**src/design/lfu_key_value_cache_defines.svh**
```systemverilog
// Assertion macros for the LFU key/value cache.
// Included by the top level; no other dependencies.
`ifndef LFU_KEY_VALUE_CACHE_DEFINES_SVH
`define LFU_KEY_VALUE_CACHE_DEFINES_SVH

// Same-cycle implication, disabled during reset.
`define LFUKV_ASSERT_IMP(label, clk, rst_n, ante, cons) \
    label: assert property (@(posedge clk) disable iff (!rst_n) (ante) |-> (cons)) \
        else $error("lfu_key_value_cache: assertion failed");

// Next-cycle implication, disabled during reset.
`define LFUKV_ASSERT_NEXT(label, clk, rst_n, ante, cons) \
    label: assert property (@(posedge clk) disable iff (!rst_n) (ante) |=> (cons)) \
        else $error("lfu_key_value_cache: assertion failed");

`endif

```
**src/design/lfukv_pkg.sv**
```systemverilog
// Shared constants, types and helpers for the LFU key/value cache.
// No dependencies.
package lfukv_pkg;

    localparam int ENTRIES_DEF = 16;
    localparam int KEY_W       = 32;
    localparam int VAL_W       = 32;
    localparam int COUNT_W     = 16;
    localparam int CFG_W       = 5;
    localparam int IN_TDATA_W  = 64;
    localparam int OUT_TDATA_W = 40;

    localparam logic [CFG_W-1:0]   CAP_RESET  = 5'd16;
    localparam logic [COUNT_W-1:0] COUNT_MAX  = 16'hFFFF;
    localparam logic [COUNT_W-1:0] COUNT_ONE  = 16'h0001;
    localparam logic [VAL_W-1:0]   MISS_VALUE = 32'hFFFF_FFFF;

    localparam logic CMD_GET = 1'b0;
    localparam logic CMD_SET = 1'b1;

    // sequencer -> scan unit
    typedef struct packed {
        logic start;      // clear accumulators
        logic beat;       // read data for one entry is present
        logic ent_valid;  // valid bit of that entry
    } scan_ctl_t;

    // scan unit -> sequencer
    typedef struct packed {
        logic found;
        logic vic_found;
        logic free_found;
    } scan_flags_t;

    function automatic logic [COUNT_W-1:0] sat_inc(input logic [COUNT_W-1:0] c);
        sat_inc = (c == COUNT_MAX) ? c : c + COUNT_ONE;
    endfunction

endpackage

```
**src/design/lfukv_ram.sv**
```systemverilog
// Generic single-write, single-read RAM with registered read data.
// No dependencies.
module lfukv_ram #(
    parameter int WIDTH = 32,
    parameter int DEPTH = 16,
    localparam int AW = (DEPTH > 1) ? $clog2(DEPTH) : 1
) (
    input  logic             clk,
    input  logic             we,
    input  logic [AW-1:0]    waddr,
    input  logic [WIDTH-1:0] wdata,
    input  logic [AW-1:0]    raddr,
    output logic [WIDTH-1:0] rdata
);

    logic [WIDTH-1:0] mem [DEPTH];
    logic [WIDTH-1:0] rdata_reg;

    always_ff @(posedge clk)
    begin
        if (we)
        begin
            mem[waddr] <= wdata;
        end
        rdata_reg <= mem[raddr];
    end

    assign rdata = rdata_reg;

endmodule

```
**src/design/lfukv_scan_unit.sv**
```systemverilog
// Scan unit: one entry per beat, key match, victim compare, fill count.
// Depends on lfukv_pkg.
module lfukv_scan_unit #(
    parameter int ENTRIES = lfukv_pkg::ENTRIES_DEF,
    localparam int IW = (ENTRIES > 1) ? $clog2(ENTRIES) : 1,
    localparam int RW = IW,
    localparam int CW = $clog2(ENTRIES + 1)
) (
    input  logic                          clk,
    input  logic                          rst_n,
    input  lfukv_pkg::scan_ctl_t          ctl,
    input  logic [IW-1:0]                 idx,
    input  logic [lfukv_pkg::KEY_W-1:0]   key_in,
    input  logic [lfukv_pkg::KEY_W-1:0]   key_rd,
    input  logic [lfukv_pkg::VAL_W-1:0]   val_rd,
    input  logic [lfukv_pkg::COUNT_W-1:0] cnt_rd,
    input  logic [RW-1:0]                 rank_rd,
    output lfukv_pkg::scan_flags_t        flags,
    output logic [IW-1:0]                 m_idx,
    output logic [lfukv_pkg::VAL_W-1:0]   m_val,
    output logic [lfukv_pkg::COUNT_W-1:0] m_cnt,
    output logic [RW-1:0]                 m_rank,
    output logic [IW-1:0]                 vic_idx,
    output logic [RW-1:0]                 vic_rank,
    output logic [IW-1:0]                 free_idx,
    output logic [CW-1:0]                 used
);
    import lfukv_pkg::*;

    scan_flags_t        flags_reg;
    logic [CW-1:0]      used_reg;
    logic [IW-1:0]      m_idx_reg;
    logic [VAL_W-1:0]   m_val_reg;
    logic [COUNT_W-1:0] m_cnt_reg;
    logic [RW-1:0]      m_rank_reg;
    logic [IW-1:0]      vic_idx_reg;
    logic [COUNT_W-1:0] vic_cnt_reg;
    logic [RW-1:0]      vic_rank_reg;
    logic [IW-1:0]      free_idx_reg;

    logic key_take;
    logic vic_take;
    logic free_take;

    // lowest count wins; on a tie the older (larger rank) entry wins
    assign key_take  = ctl.beat && ctl.ent_valid && !flags_reg.found && (key_rd == key_in);
    assign vic_take  = ctl.beat && ctl.ent_valid &&
                       (!flags_reg.vic_found || (cnt_rd < vic_cnt_reg) ||
                        ((cnt_rd == vic_cnt_reg) && (rank_rd > vic_rank_reg)));
    assign free_take = ctl.beat && !ctl.ent_valid && !flags_reg.free_found;

    always_ff @(posedge clk or negedge rst_n)
    begin
        if (!rst_n)
        begin
            flags_reg <= '0;
            used_reg  <= '0;
        end
        else if (ctl.start)
        begin
            flags_reg <= '0;
            used_reg  <= '0;
        end
        else
        begin
            if (ctl.beat && ctl.ent_valid)
            begin
                used_reg <= used_reg + CW'(1);
            end
            if (key_take)
            begin
                flags_reg.found <= 1'b1;
            end
            if (vic_take)
            begin
                flags_reg.vic_found <= 1'b1;
            end
            if (free_take)
            begin
                flags_reg.free_found <= 1'b1;
            end
        end
    end

    always_ff @(posedge clk)
    begin
        if (key_take)
        begin
            m_idx_reg  <= idx;
            m_val_reg  <= val_rd;
            m_cnt_reg  <= cnt_rd;
            m_rank_reg <= rank_rd;
        end
        if (vic_take)
        begin
            vic_idx_reg  <= idx;
            vic_cnt_reg  <= cnt_rd;
            vic_rank_reg <= rank_rd;
        end
        if (free_take)
        begin
            free_idx_reg <= idx;
        end
    end

    assign flags    = flags_reg;
    assign used     = used_reg;
    assign m_idx    = m_idx_reg;
    assign m_val    = m_val_reg;
    assign m_cnt    = m_cnt_reg;
    assign m_rank   = m_rank_reg;
    assign vic_idx  = vic_idx_reg;
    assign vic_rank = vic_rank_reg;
    assign free_idx = free_idx_reg;

endmodule

```
**src/design/lfu_key_value_cache.sv**
```systemverilog
// LFU key/value cache: command sequencer, entry memories, result register.
// Depends on lfukv_pkg, lfukv_ram, lfukv_scan_unit and the defines header.
//
// Usage:
//   cfg channel: cfg_valid/cfg_ready with cfg_data = capacity (reset 16).
//     Write only while the block is idle; cfg_ready is always high.
//   s channel: one beat per command. s_tuser = command (0 get, 1 set),
//     s_tdata = key, value. s_tready is high only while the sequencer idles.
//   m channel: one beat per get: hit flag and value (-1 on a miss).
//   Each command makes two passes over the entries through the single read
//   port of each memory: a scan pass (key match, LFU/LRU victim, fill count)
//   and a rank update pass. A get miss skips the update pass. With capacity
//   zero a command makes no pass: a set is dropped and a get returns a miss.
//   The result sits in an output register; a stalled receiver only holds
//   the block when a further get result is ready and the register is full.
//   Reset clears the valid bits (one flip-flop per entry) and the sequencer and
//   sets the capacity to 16; entry memories need no clearing pass.
`include "lfu_key_value_cache_defines.svh"

module lfu_key_value_cache #(
    parameter int ENTRIES = lfukv_pkg::ENTRIES_DEF
) (
    input  logic                              clk,
    input  logic                              rst_n,
    input  logic                              cfg_valid,
    output logic                              cfg_ready,
    input  logic [lfukv_pkg::CFG_W-1:0]       cfg_data,   // capacity
    input  logic                              s_tvalid,
    output logic                              s_tready,
    input  logic [lfukv_pkg::IN_TDATA_W-1:0]  s_tdata,    // key[31:0], value[63:32]
    input  logic [0:0]                        s_tuser,    // command[0]
    output logic                              m_tvalid,
    input  logic                              m_tready,
    output logic [lfukv_pkg::OUT_TDATA_W-1:0] m_tdata     // hit[0], read_value[32:1], zero
);
    import lfukv_pkg::*;

    localparam int IW = (ENTRIES > 1) ? $clog2(ENTRIES) : 1;
    localparam int RW = IW;
    localparam int CW = $clog2(ENTRIES + 1);
    localparam int EW = (CW > CFG_W) ? CW : CFG_W;

    localparam logic [2:0] ST_IDLE   = 3'd0;
    localparam logic [2:0] ST_SCAN   = 3'd1;
    localparam logic [2:0] ST_DECIDE = 3'd2;
    localparam logic [2:0] ST_UPD    = 3'd3;
    localparam logic [2:0] ST_RESP   = 3'd4;

    logic [2:0]         state_reg, state_next;
    logic [CW-1:0]      scan_reg;
    logic               rd_vld_reg;
    logic [IW-1:0]      rd_idx_reg;
    logic [CFG_W-1:0]   cap_reg;
    logic [ENTRIES-1:0] valid_reg;

    logic               cmd_reg;
    logic [KEY_W-1:0]   key_reg;
    logic [VAL_W-1:0]   val_reg;
    logic [IW-1:0]      tgt_reg;
    logic [RW-1:0]      thr_reg;
    logic               all_reg;
    logic               res_hit_reg;
    logic [VAL_W-1:0]   res_val_reg;
    logic               out_valid_reg;
    logic               out_hit_reg;
    logic [VAL_W-1:0]   out_val_reg;

    logic               in_beat;
    logic               issue;
    logic               last_beat;
    logic               cap_zero;
    logic               full;
    logic               out_free;

    logic [IW-1:0]      dec_tgt;
    logic [RW-1:0]      dec_thr;
    logic               dec_all;
    logic               dec_update;

    scan_ctl_t          sctl;
    scan_flags_t        sflags;
    logic [IW-1:0]      m_idx, vic_idx, free_idx;
    logic [VAL_W-1:0]   m_val;
    logic [COUNT_W-1:0] m_cnt;
    logic [RW-1:0]      m_rank, vic_rank;
    logic [CW-1:0]      used;

    logic [KEY_W-1:0]   key_rd;
    logic [VAL_W-1:0]   val_rd;
    logic [COUNT_W-1:0] cnt_rd;
    logic [RW-1:0]      rank_rd;
    logic               key_we, val_we, cnt_we, rank_we;
    logic [COUNT_W-1:0] cnt_wdata;
    logic [RW-1:0]      rank_wdata;

    assign cfg_ready = 1'b1;
    assign s_tready  = (state_reg == ST_IDLE);
    assign in_beat   = s_tvalid && s_tready;
    assign cap_zero  = (cap_reg == '0);
    assign full      = (EW'(used) >= EW'(cap_reg)) || (used == CW'(ENTRIES));
    assign out_free  = !out_valid_reg || m_tready;

    assign issue     = ((state_reg == ST_SCAN) || (state_reg == ST_UPD)) &&
                       (scan_reg != CW'(ENTRIES));
    assign last_beat = rd_vld_reg && (rd_idx_reg == IW'(ENTRIES - 1));

    // target of the update pass: hit entry, evicted victim, or free slot
    always_comb
    begin
        dec_tgt    = free_idx;
        dec_thr    = '0;
        dec_all    = 1'b1;
        dec_update = sflags.found || (cmd_reg == CMD_SET);
        if (sflags.found)
        begin
            dec_tgt = m_idx;
            dec_thr = m_rank;
            dec_all = 1'b0;
        end
        else if (full && sflags.vic_found)
        begin
            // evict then insert collapses to a touch of the victim slot
            dec_tgt = vic_idx;
            dec_thr = vic_rank;
            dec_all = 1'b0;
        end
    end

    always_comb
    begin
        state_next = state_reg;
        unique case (state_reg)
            ST_IDLE:
            begin
                if (in_beat)
                begin
                    if (!cap_zero)
                    begin
                        state_next = ST_SCAN;
                    end
                    else if (s_tuser[0] == CMD_GET)
                    begin
                        state_next = ST_RESP;
                    end
                end
            end
            ST_SCAN:
            begin
                if (last_beat)
                begin
                    state_next = ST_DECIDE;
                end
            end
            ST_DECIDE:
            begin
                state_next = dec_update ? ST_UPD : ST_RESP;
            end
            ST_UPD:
            begin
                if (last_beat)
                begin
                    state_next = (cmd_reg == CMD_GET) ? ST_RESP : ST_IDLE;
                end
            end
            ST_RESP:
            begin
                if (out_free)
                begin
                    state_next = ST_IDLE;
                end
            end
            default:
            begin
                state_next = ST_IDLE;
            end
        endcase
    end

    always_ff @(posedge clk or negedge rst_n)
    begin
        if (!rst_n)
        begin
            state_reg     <= ST_IDLE;
            scan_reg      <= '0;
            rd_vld_reg    <= 1'b0;
            cap_reg       <= CAP_RESET;
            valid_reg     <= '0;
            out_valid_reg <= 1'b0;
        end
        else
        begin
            state_reg  <= state_next;
            rd_vld_reg <= issue;
            if (cfg_valid && cfg_ready)
            begin
                cap_reg <= cfg_data;
            end
            if (in_beat || (state_reg == ST_DECIDE))
            begin
                scan_reg <= '0;
            end
            else if (issue)
            begin
                scan_reg <= scan_reg + CW'(1);
            end
            if ((state_reg == ST_DECIDE) && dec_update)
            begin
                valid_reg[dec_tgt] <= 1'b1;
            end
            if ((state_reg == ST_RESP) && out_free)
            begin
                out_valid_reg <= 1'b1;
            end
            else if (m_tready)
            begin
                out_valid_reg <= 1'b0;
            end
        end
    end

    always_ff @(posedge clk)
    begin
        rd_idx_reg <= scan_reg[IW-1:0];
        if (in_beat)
        begin
            cmd_reg     <= s_tuser[0];
            key_reg     <= s_tdata[KEY_W-1:0];
            val_reg     <= s_tdata[KEY_W+VAL_W-1:KEY_W];
            res_hit_reg <= 1'b0;
            res_val_reg <= MISS_VALUE;
        end
        if (state_reg == ST_DECIDE)
        begin
            tgt_reg     <= dec_tgt;
            thr_reg     <= dec_thr;
            all_reg     <= dec_all;
            res_hit_reg <= sflags.found;
            res_val_reg <= sflags.found ? m_val : MISS_VALUE;
        end
        if ((state_reg == ST_RESP) && out_free)
        begin
            out_hit_reg <= res_hit_reg;
            out_val_reg <= res_val_reg;
        end
    end

    assign sctl.start     = in_beat;
    assign sctl.beat      = rd_vld_reg && (state_reg == ST_SCAN);
    assign sctl.ent_valid = valid_reg[rd_idx_reg];

    lfukv_scan_unit #(
        .ENTRIES (ENTRIES)
    ) u_scan (
        .clk      (clk),
        .rst_n    (rst_n),
        .ctl      (sctl),
        .idx      (rd_idx_reg),
        .key_in   (key_reg),
        .key_rd   (key_rd),
        .val_rd   (val_rd),
        .cnt_rd   (cnt_rd),
        .rank_rd  (rank_rd),
        .flags    (sflags),
        .m_idx    (m_idx),
        .m_val    (m_val),
        .m_cnt    (m_cnt),
        .m_rank   (m_rank),
        .vic_idx  (vic_idx),
        .vic_rank (vic_rank),
        .free_idx (free_idx),
        .used     (used)
    );

    assign key_we    = (state_reg == ST_DECIDE) && (cmd_reg == CMD_SET) && !sflags.found;
    assign val_we    = (state_reg == ST_DECIDE) && (cmd_reg == CMD_SET);
    assign cnt_we    = (state_reg == ST_DECIDE) && dec_update;
    assign cnt_wdata = sflags.found ? sat_inc(m_cnt) : COUNT_ONE;

    // entries younger than the touched one (all if it was free) age by one; it becomes 0
    assign rank_we = (state_reg == ST_UPD) && rd_vld_reg && valid_reg[rd_idx_reg];
    always_comb
    begin
        if (rd_idx_reg == tgt_reg)
        begin
            rank_wdata = '0;
        end
        else if (all_reg || (rank_rd < thr_reg))
        begin
            rank_wdata = rank_rd + RW'(1);
        end
        else
        begin
            rank_wdata = rank_rd;
        end
    end

    lfukv_ram #(.WIDTH(KEY_W), .DEPTH(ENTRIES)) u_key_ram (
        .clk   (clk),
        .we    (key_we),
        .waddr (dec_tgt),
        .wdata (key_reg),
        .raddr (scan_reg[IW-1:0]),
        .rdata (key_rd)
    );

    lfukv_ram #(.WIDTH(VAL_W), .DEPTH(ENTRIES)) u_val_ram (
        .clk   (clk),
        .we    (val_we),
        .waddr (dec_tgt),
        .wdata (val_reg),
        .raddr (scan_reg[IW-1:0]),
        .rdata (val_rd)
    );

    lfukv_ram #(.WIDTH(COUNT_W), .DEPTH(ENTRIES)) u_cnt_ram (
        .clk   (clk),
        .we    (cnt_we),
        .waddr (dec_tgt),
        .wdata (cnt_wdata),
        .raddr (scan_reg[IW-1:0]),
        .rdata (cnt_rd)
    );

    lfukv_ram #(.WIDTH(RW), .DEPTH(ENTRIES)) u_rank_ram (
        .clk   (clk),
        .we    (rank_we),
        .waddr (rd_idx_reg),
        .wdata (rank_wdata),
        .raddr (scan_reg[IW-1:0]),
        .rdata (rank_rd)
    );

    assign m_tvalid = out_valid_reg;
    assign m_tdata  = {{(OUT_TDATA_W - VAL_W - 1){1'b0}}, out_val_reg, out_hit_reg};

    `LFUKV_ASSERT_IMP(a_pipe_drained, clk, rst_n, state_reg == ST_DECIDE, !rd_vld_reg && scan_reg == CW'(ENTRIES))
    `LFUKV_ASSERT_IMP(a_slot_exists, clk, rst_n, state_reg == ST_DECIDE && cmd_reg == CMD_SET && !sflags.found, sflags.free_found || (sflags.vic_found && full))
    `LFUKV_ASSERT_IMP(a_resp_get_only, clk, rst_n, state_reg == ST_RESP, cmd_reg == CMD_GET)
    `LFUKV_ASSERT_NEXT(a_set_no_result, clk, rst_n, in_beat && s_tuser[0] == CMD_SET, state_reg != ST_RESP)

endmodule

```
**config.mk**
```make
export PLATFORM = sky130hd
export DESIGN_NAME = lfu_key_value_cache
export DESIGN_NICKNAME = d
export VERILOG_FILES = /design/src/design/lfukv_pkg.sv /design/src/design/lfukv_ram.sv /design/src/design/lfukv_scan_unit.sv /design/src/design/lfu_key_value_cache.sv
export VERILOG_INCLUDE_DIRS = /design/src /design/src/design
export SDC_FILE = /design/constraint.sdc
export NUM_CORES = 2
export LEC_CHECK = 0
export ABC_AREA = 0
export ABC_CLOCK_PERIOD_IN_PS = 7500
export BUFFER_PORTS_ARGS = -buffer_cell sky130_fd_sc_hd__buf_4
export CAP_MARGIN = 20
export CORE_ASPECT_RATIO = 0.6
export CORE_MARGIN = 2
export CORE_UTILIZATION = 30
export DETAILED_ROUTE_END_ITERATION = 7
export PLACE_DENSITY_LB_ADDON = 0.1
export RECOVER_POWER = 50
export SYNTH_ARGS = -nofsm -noshare
export SYNTH_HDL_FRONTEND = slang
export SYNTH_SLANG_ARGS = --single-unit
```
**constraint.sdc**
```tcl
create_clock -name clk -period 7.5 [get_ports clk]
set_input_delay 0.375 -clock clk [delete_from_list [all_inputs] [get_ports clk]]
set_output_delay 0.375 -clock clk [all_outputs]
set_load 0.01 [all_outputs]
```
==> flow_summary_export.csv <==
group,metric,value,unit
sta,layout_min_cycle_time,5.45,ns
critical_path,critPathCaptureType,"register",
critical_path,critPathKind,"register to register",
synth,ys_seq_area_share,79.0,%
global_routing,antenna_found_initial,16,
status,failed_checks,"capacitance limit, slew limit",
sta,fmax,184,MHz
synth,yosysTopAreaCellShare,74.7,%
floorplanning,rows,130,
synth,synthMuxAreaShare,15.3,%
worst_hold_path,whs_path_depth,2,
synth,synth_area_leaders,"edfxtp_1, mux4_2, dfxtp_1",
critical_path,cp_max_fo,23,
critical_path,critical_path.cell_chain,"nor3b_1, and2_0, buf_12, nand2b_1, nand3_1, nor2_2",
critical_path,timing.rr.end,"u_cnt_ram.mem[1][8]",
finish,layout_commonest_cell,"edfxtp_1",
pwr,ir_drop,0.275,mV
route,vias,28800,
synth,ys.warnings.count,0,
worst_hold_path,hold_class,"input port to register",
critical_path,r2r_slack,2.05,ns
finish,top_regs,"u_key_ram.mem (512), u_val_ram.mem (512), u_cnt_ram.mem (256)",
critical_path,reg2reg_from,"state_reg[2]",
route,drt_drc_violations_left,0,
sta,tns,0,ns
sta,maxSlewHeadroom,-150,%
sta,drv_slew,358,
clock_tree,clk_path_buf_depth,4,
pwr,leakagePower,0.0223,uW
floorplanning,die_w,596,um
finish,drive_above_1_share,26.8,%
synth,synth-edff-count,1568,
sta,fin_skew,0.0929,ns
synth,synth_compound_area_share,0.911,%
placement,gp_congestion,0.761,
route,wl_per_cell,26.5,um
clock_tree,numCtsBuffers,175,
floorplanning,core,0.209,sq mm
clock_tree,cts_tree,"done",
clock_tree,insertion_delay,0.84,ns
finish,area_growth,17.5,%
finish,final_cell_mix,"edfxtp_1, mux4_2, clkbuf_16",
synth,synth-adder-area-share,0.675,%
placement,hpwlAfterDp,94300,um
sta,rsz0062_at_grt,"false",
global_routing,grt_pass1_vias,30000,
synth,syn-cell-area,0.0630,sq mm
synth,synth-xor-area-share,0.736,%
floorplanning,die_h,359,um
floorplanning,die_area,0.214,sq mm
critical_path,start_kind,"register",
global_routing,track_usage,14.7,%
sta,setup-violations-final,0,
clock_tree,clkSinkCount,1695,
sta,setup_slack,2.05,ns
synth,synthCells,2736,
clock_tree,cts_root_buffer,"clkbuf_16",
critical_path,slowest_delay,1.37,ns
route,vias_per_cell,4.82,
critical_path,required,7.92,ns
sta,period_share,72.6,%
synth,ys_types,58,
route,ant_nets,0,
critical_path,critical_path_arrival,5.86,ns
sta,tightest_slew,3.75,ns
clock_tree,cts-resized-gates,0,
finish,final_nets,3173,
floorplanning,boundaryPins,118,
synth,synth_top_family_by_area,"multiplexers",
critical_path,critPathSlowestCell,"nor3b_1",
worst_hold_path,hold_end,"val_reg[20]",
finish,fillCellCount,19100,
global_routing,grt_pass1_wl,225000,um
synth,synthSimpleGateAreaFrac,2.13,%
synth,avgSynthCellArea,23.0,sq um
synth,yosys.area.top_type,"edfxtp_1",
sta,hold_viol,0,
placement,portBuffers,109,
route,drtIter0Drc,2636,
synth,synthFlopType,"edfxtp_1",
global_routing,grt_max_degree,106,
clock_tree,h-tree-depth,4,
synth,synth_seq_cells,1695,
synth,async_reset_ff_share,2.30,%
floorplanning,start_util,30.2,%
route,routed_wl,159000,um
pwr,powerDensity,347,mW/mm^2
status,status,"finished with violations",
global_routing,grt_overflow,0,
clock_tree,clkTransAtPathRegs,0.06,ns
worst_hold_path,min_from,"s_tdata[52]",
critical_path,r2r_cells,6,
route,dr.pass1.iters,5,
placement,place_ws,2.71,ns
job,max_cap_violations,9,
## power breakdown
group          switching (uW)  internal, uW  total [uW]
Clock                    3640          5250        8890
Combinational            2560          2300        4860
Sequential                649         11300       11900
Total                    6850         18800       25700
## final cells by class
class	count	area [sq um]	share of cell area, %
sequential	1695	49800	67.3
multi-input combinational	877	12800	17.2
clock buffer	229	4780	6.45
tap	2772	3470	4.68
timing repair buffer	274	2020	2.73
clock inverter	83	1020	1.37
inverter	41	155	0.210
antenna	5	12.5	0.0169
## synthesized netlist by cell type (2+ instances only)
master,instances
o21ai_0,16
nor4bb_1,2
buf_1,20
xor2_1,30
mux2_2,3
o32ai_1,2
or4_1,3
nor2_1,74
buf_2,34
or2_2,2
mux4_1,3
and2_1,3
a21oi_1,14
nor3_1,32
and3_1,2
nand2_1,37
mux4_2,422
buf_6,2
nor2b_1,5
dfxtp_1,88
edfxtp_1,1568
nand3_1,21
ha_1,34
dfrtp_1,38
a21o_1,7
xnor2_1,23
nor4_1,11
mux2i_1,5
o21a_1,4
buf_4,9
a221o_1,2
nand4_1,18
a31oi_1,4
nand2b_1,46
o21bai_1,17
inv_1,40
conb_1,2
o21ai_1,2
o2111ai_1,3
o31ai_1,3
o2111a_1,2
clkbuf_1,64
o211ai_1,4
## kinds of logic after synthesis
family | after synthesis
compound gates | 85
xor+xnor | 53
fa+ha+maj | 34
buf+inv | 170
flops | 1695
mux | 433
other cells | 2
simple gates | 264
## worst max-delay path, delay by kind of cell (launching register included)
kind                   cells  cell delay, ns
and+or+nand+nor            5            4.27
DFF                        1            0.45
buffers and inverters      1            0.30
## worst max path at each step
| stage | from | endpoint | cells past startpoint |
|---|---|---|---|
| floorplan | cap_reg[4] | u_val_ram.mem[2][0] | 10 |
| global placement | state_reg[1] | u_cnt_ram.mem[7][12] | 5 |
| detailed placement | u_scan.used[0] | u_cnt_ram.mem[7][9] | 9 |
| CTS | u_scan.used[0] | u_cnt_ram.mem[7][4] | 9 |
| global route | state_reg[2] | u_cnt_ram.mem[15][10] | 6 |
| finish | state_reg[2] | u_cnt_ram.mem[1][8] | 6 |
## metrics by stage
step	instance area (sq um)	util [%]	hold WS (ns)	total power, uW	std cells
floorplan	63100	-	0.0794	15200	2742
global placement	67700	32.4	0.392	17000	5575
detailed placement	67800	32.4	0.391	17100	5578
CTS	74300	35.6	0.145	26100	5964
global route	74000	35.4	0.249	26800	5973
finish	74000	35.4	0.282	25700	5976
## timing repair
action | in CTS | in global routing
hold buffers | 74 | 0
buffers inserted | 0 | 0
setup endpoints to repair | 0 | 0
endpoints found under the hold margin | 112 | 0
## layer usage
metal	track usage [%]	share of wire (%)	wire, um	up-vias
li1	-	-	-	12100
met1	23.6	51	81200	15700
met2	19.9	41	64700	802
met3	3.11	6.1	9720	195
met4	3.25	1.9	2980	0
met5	0	0	0	-
(Power assumes the default switching activity.)
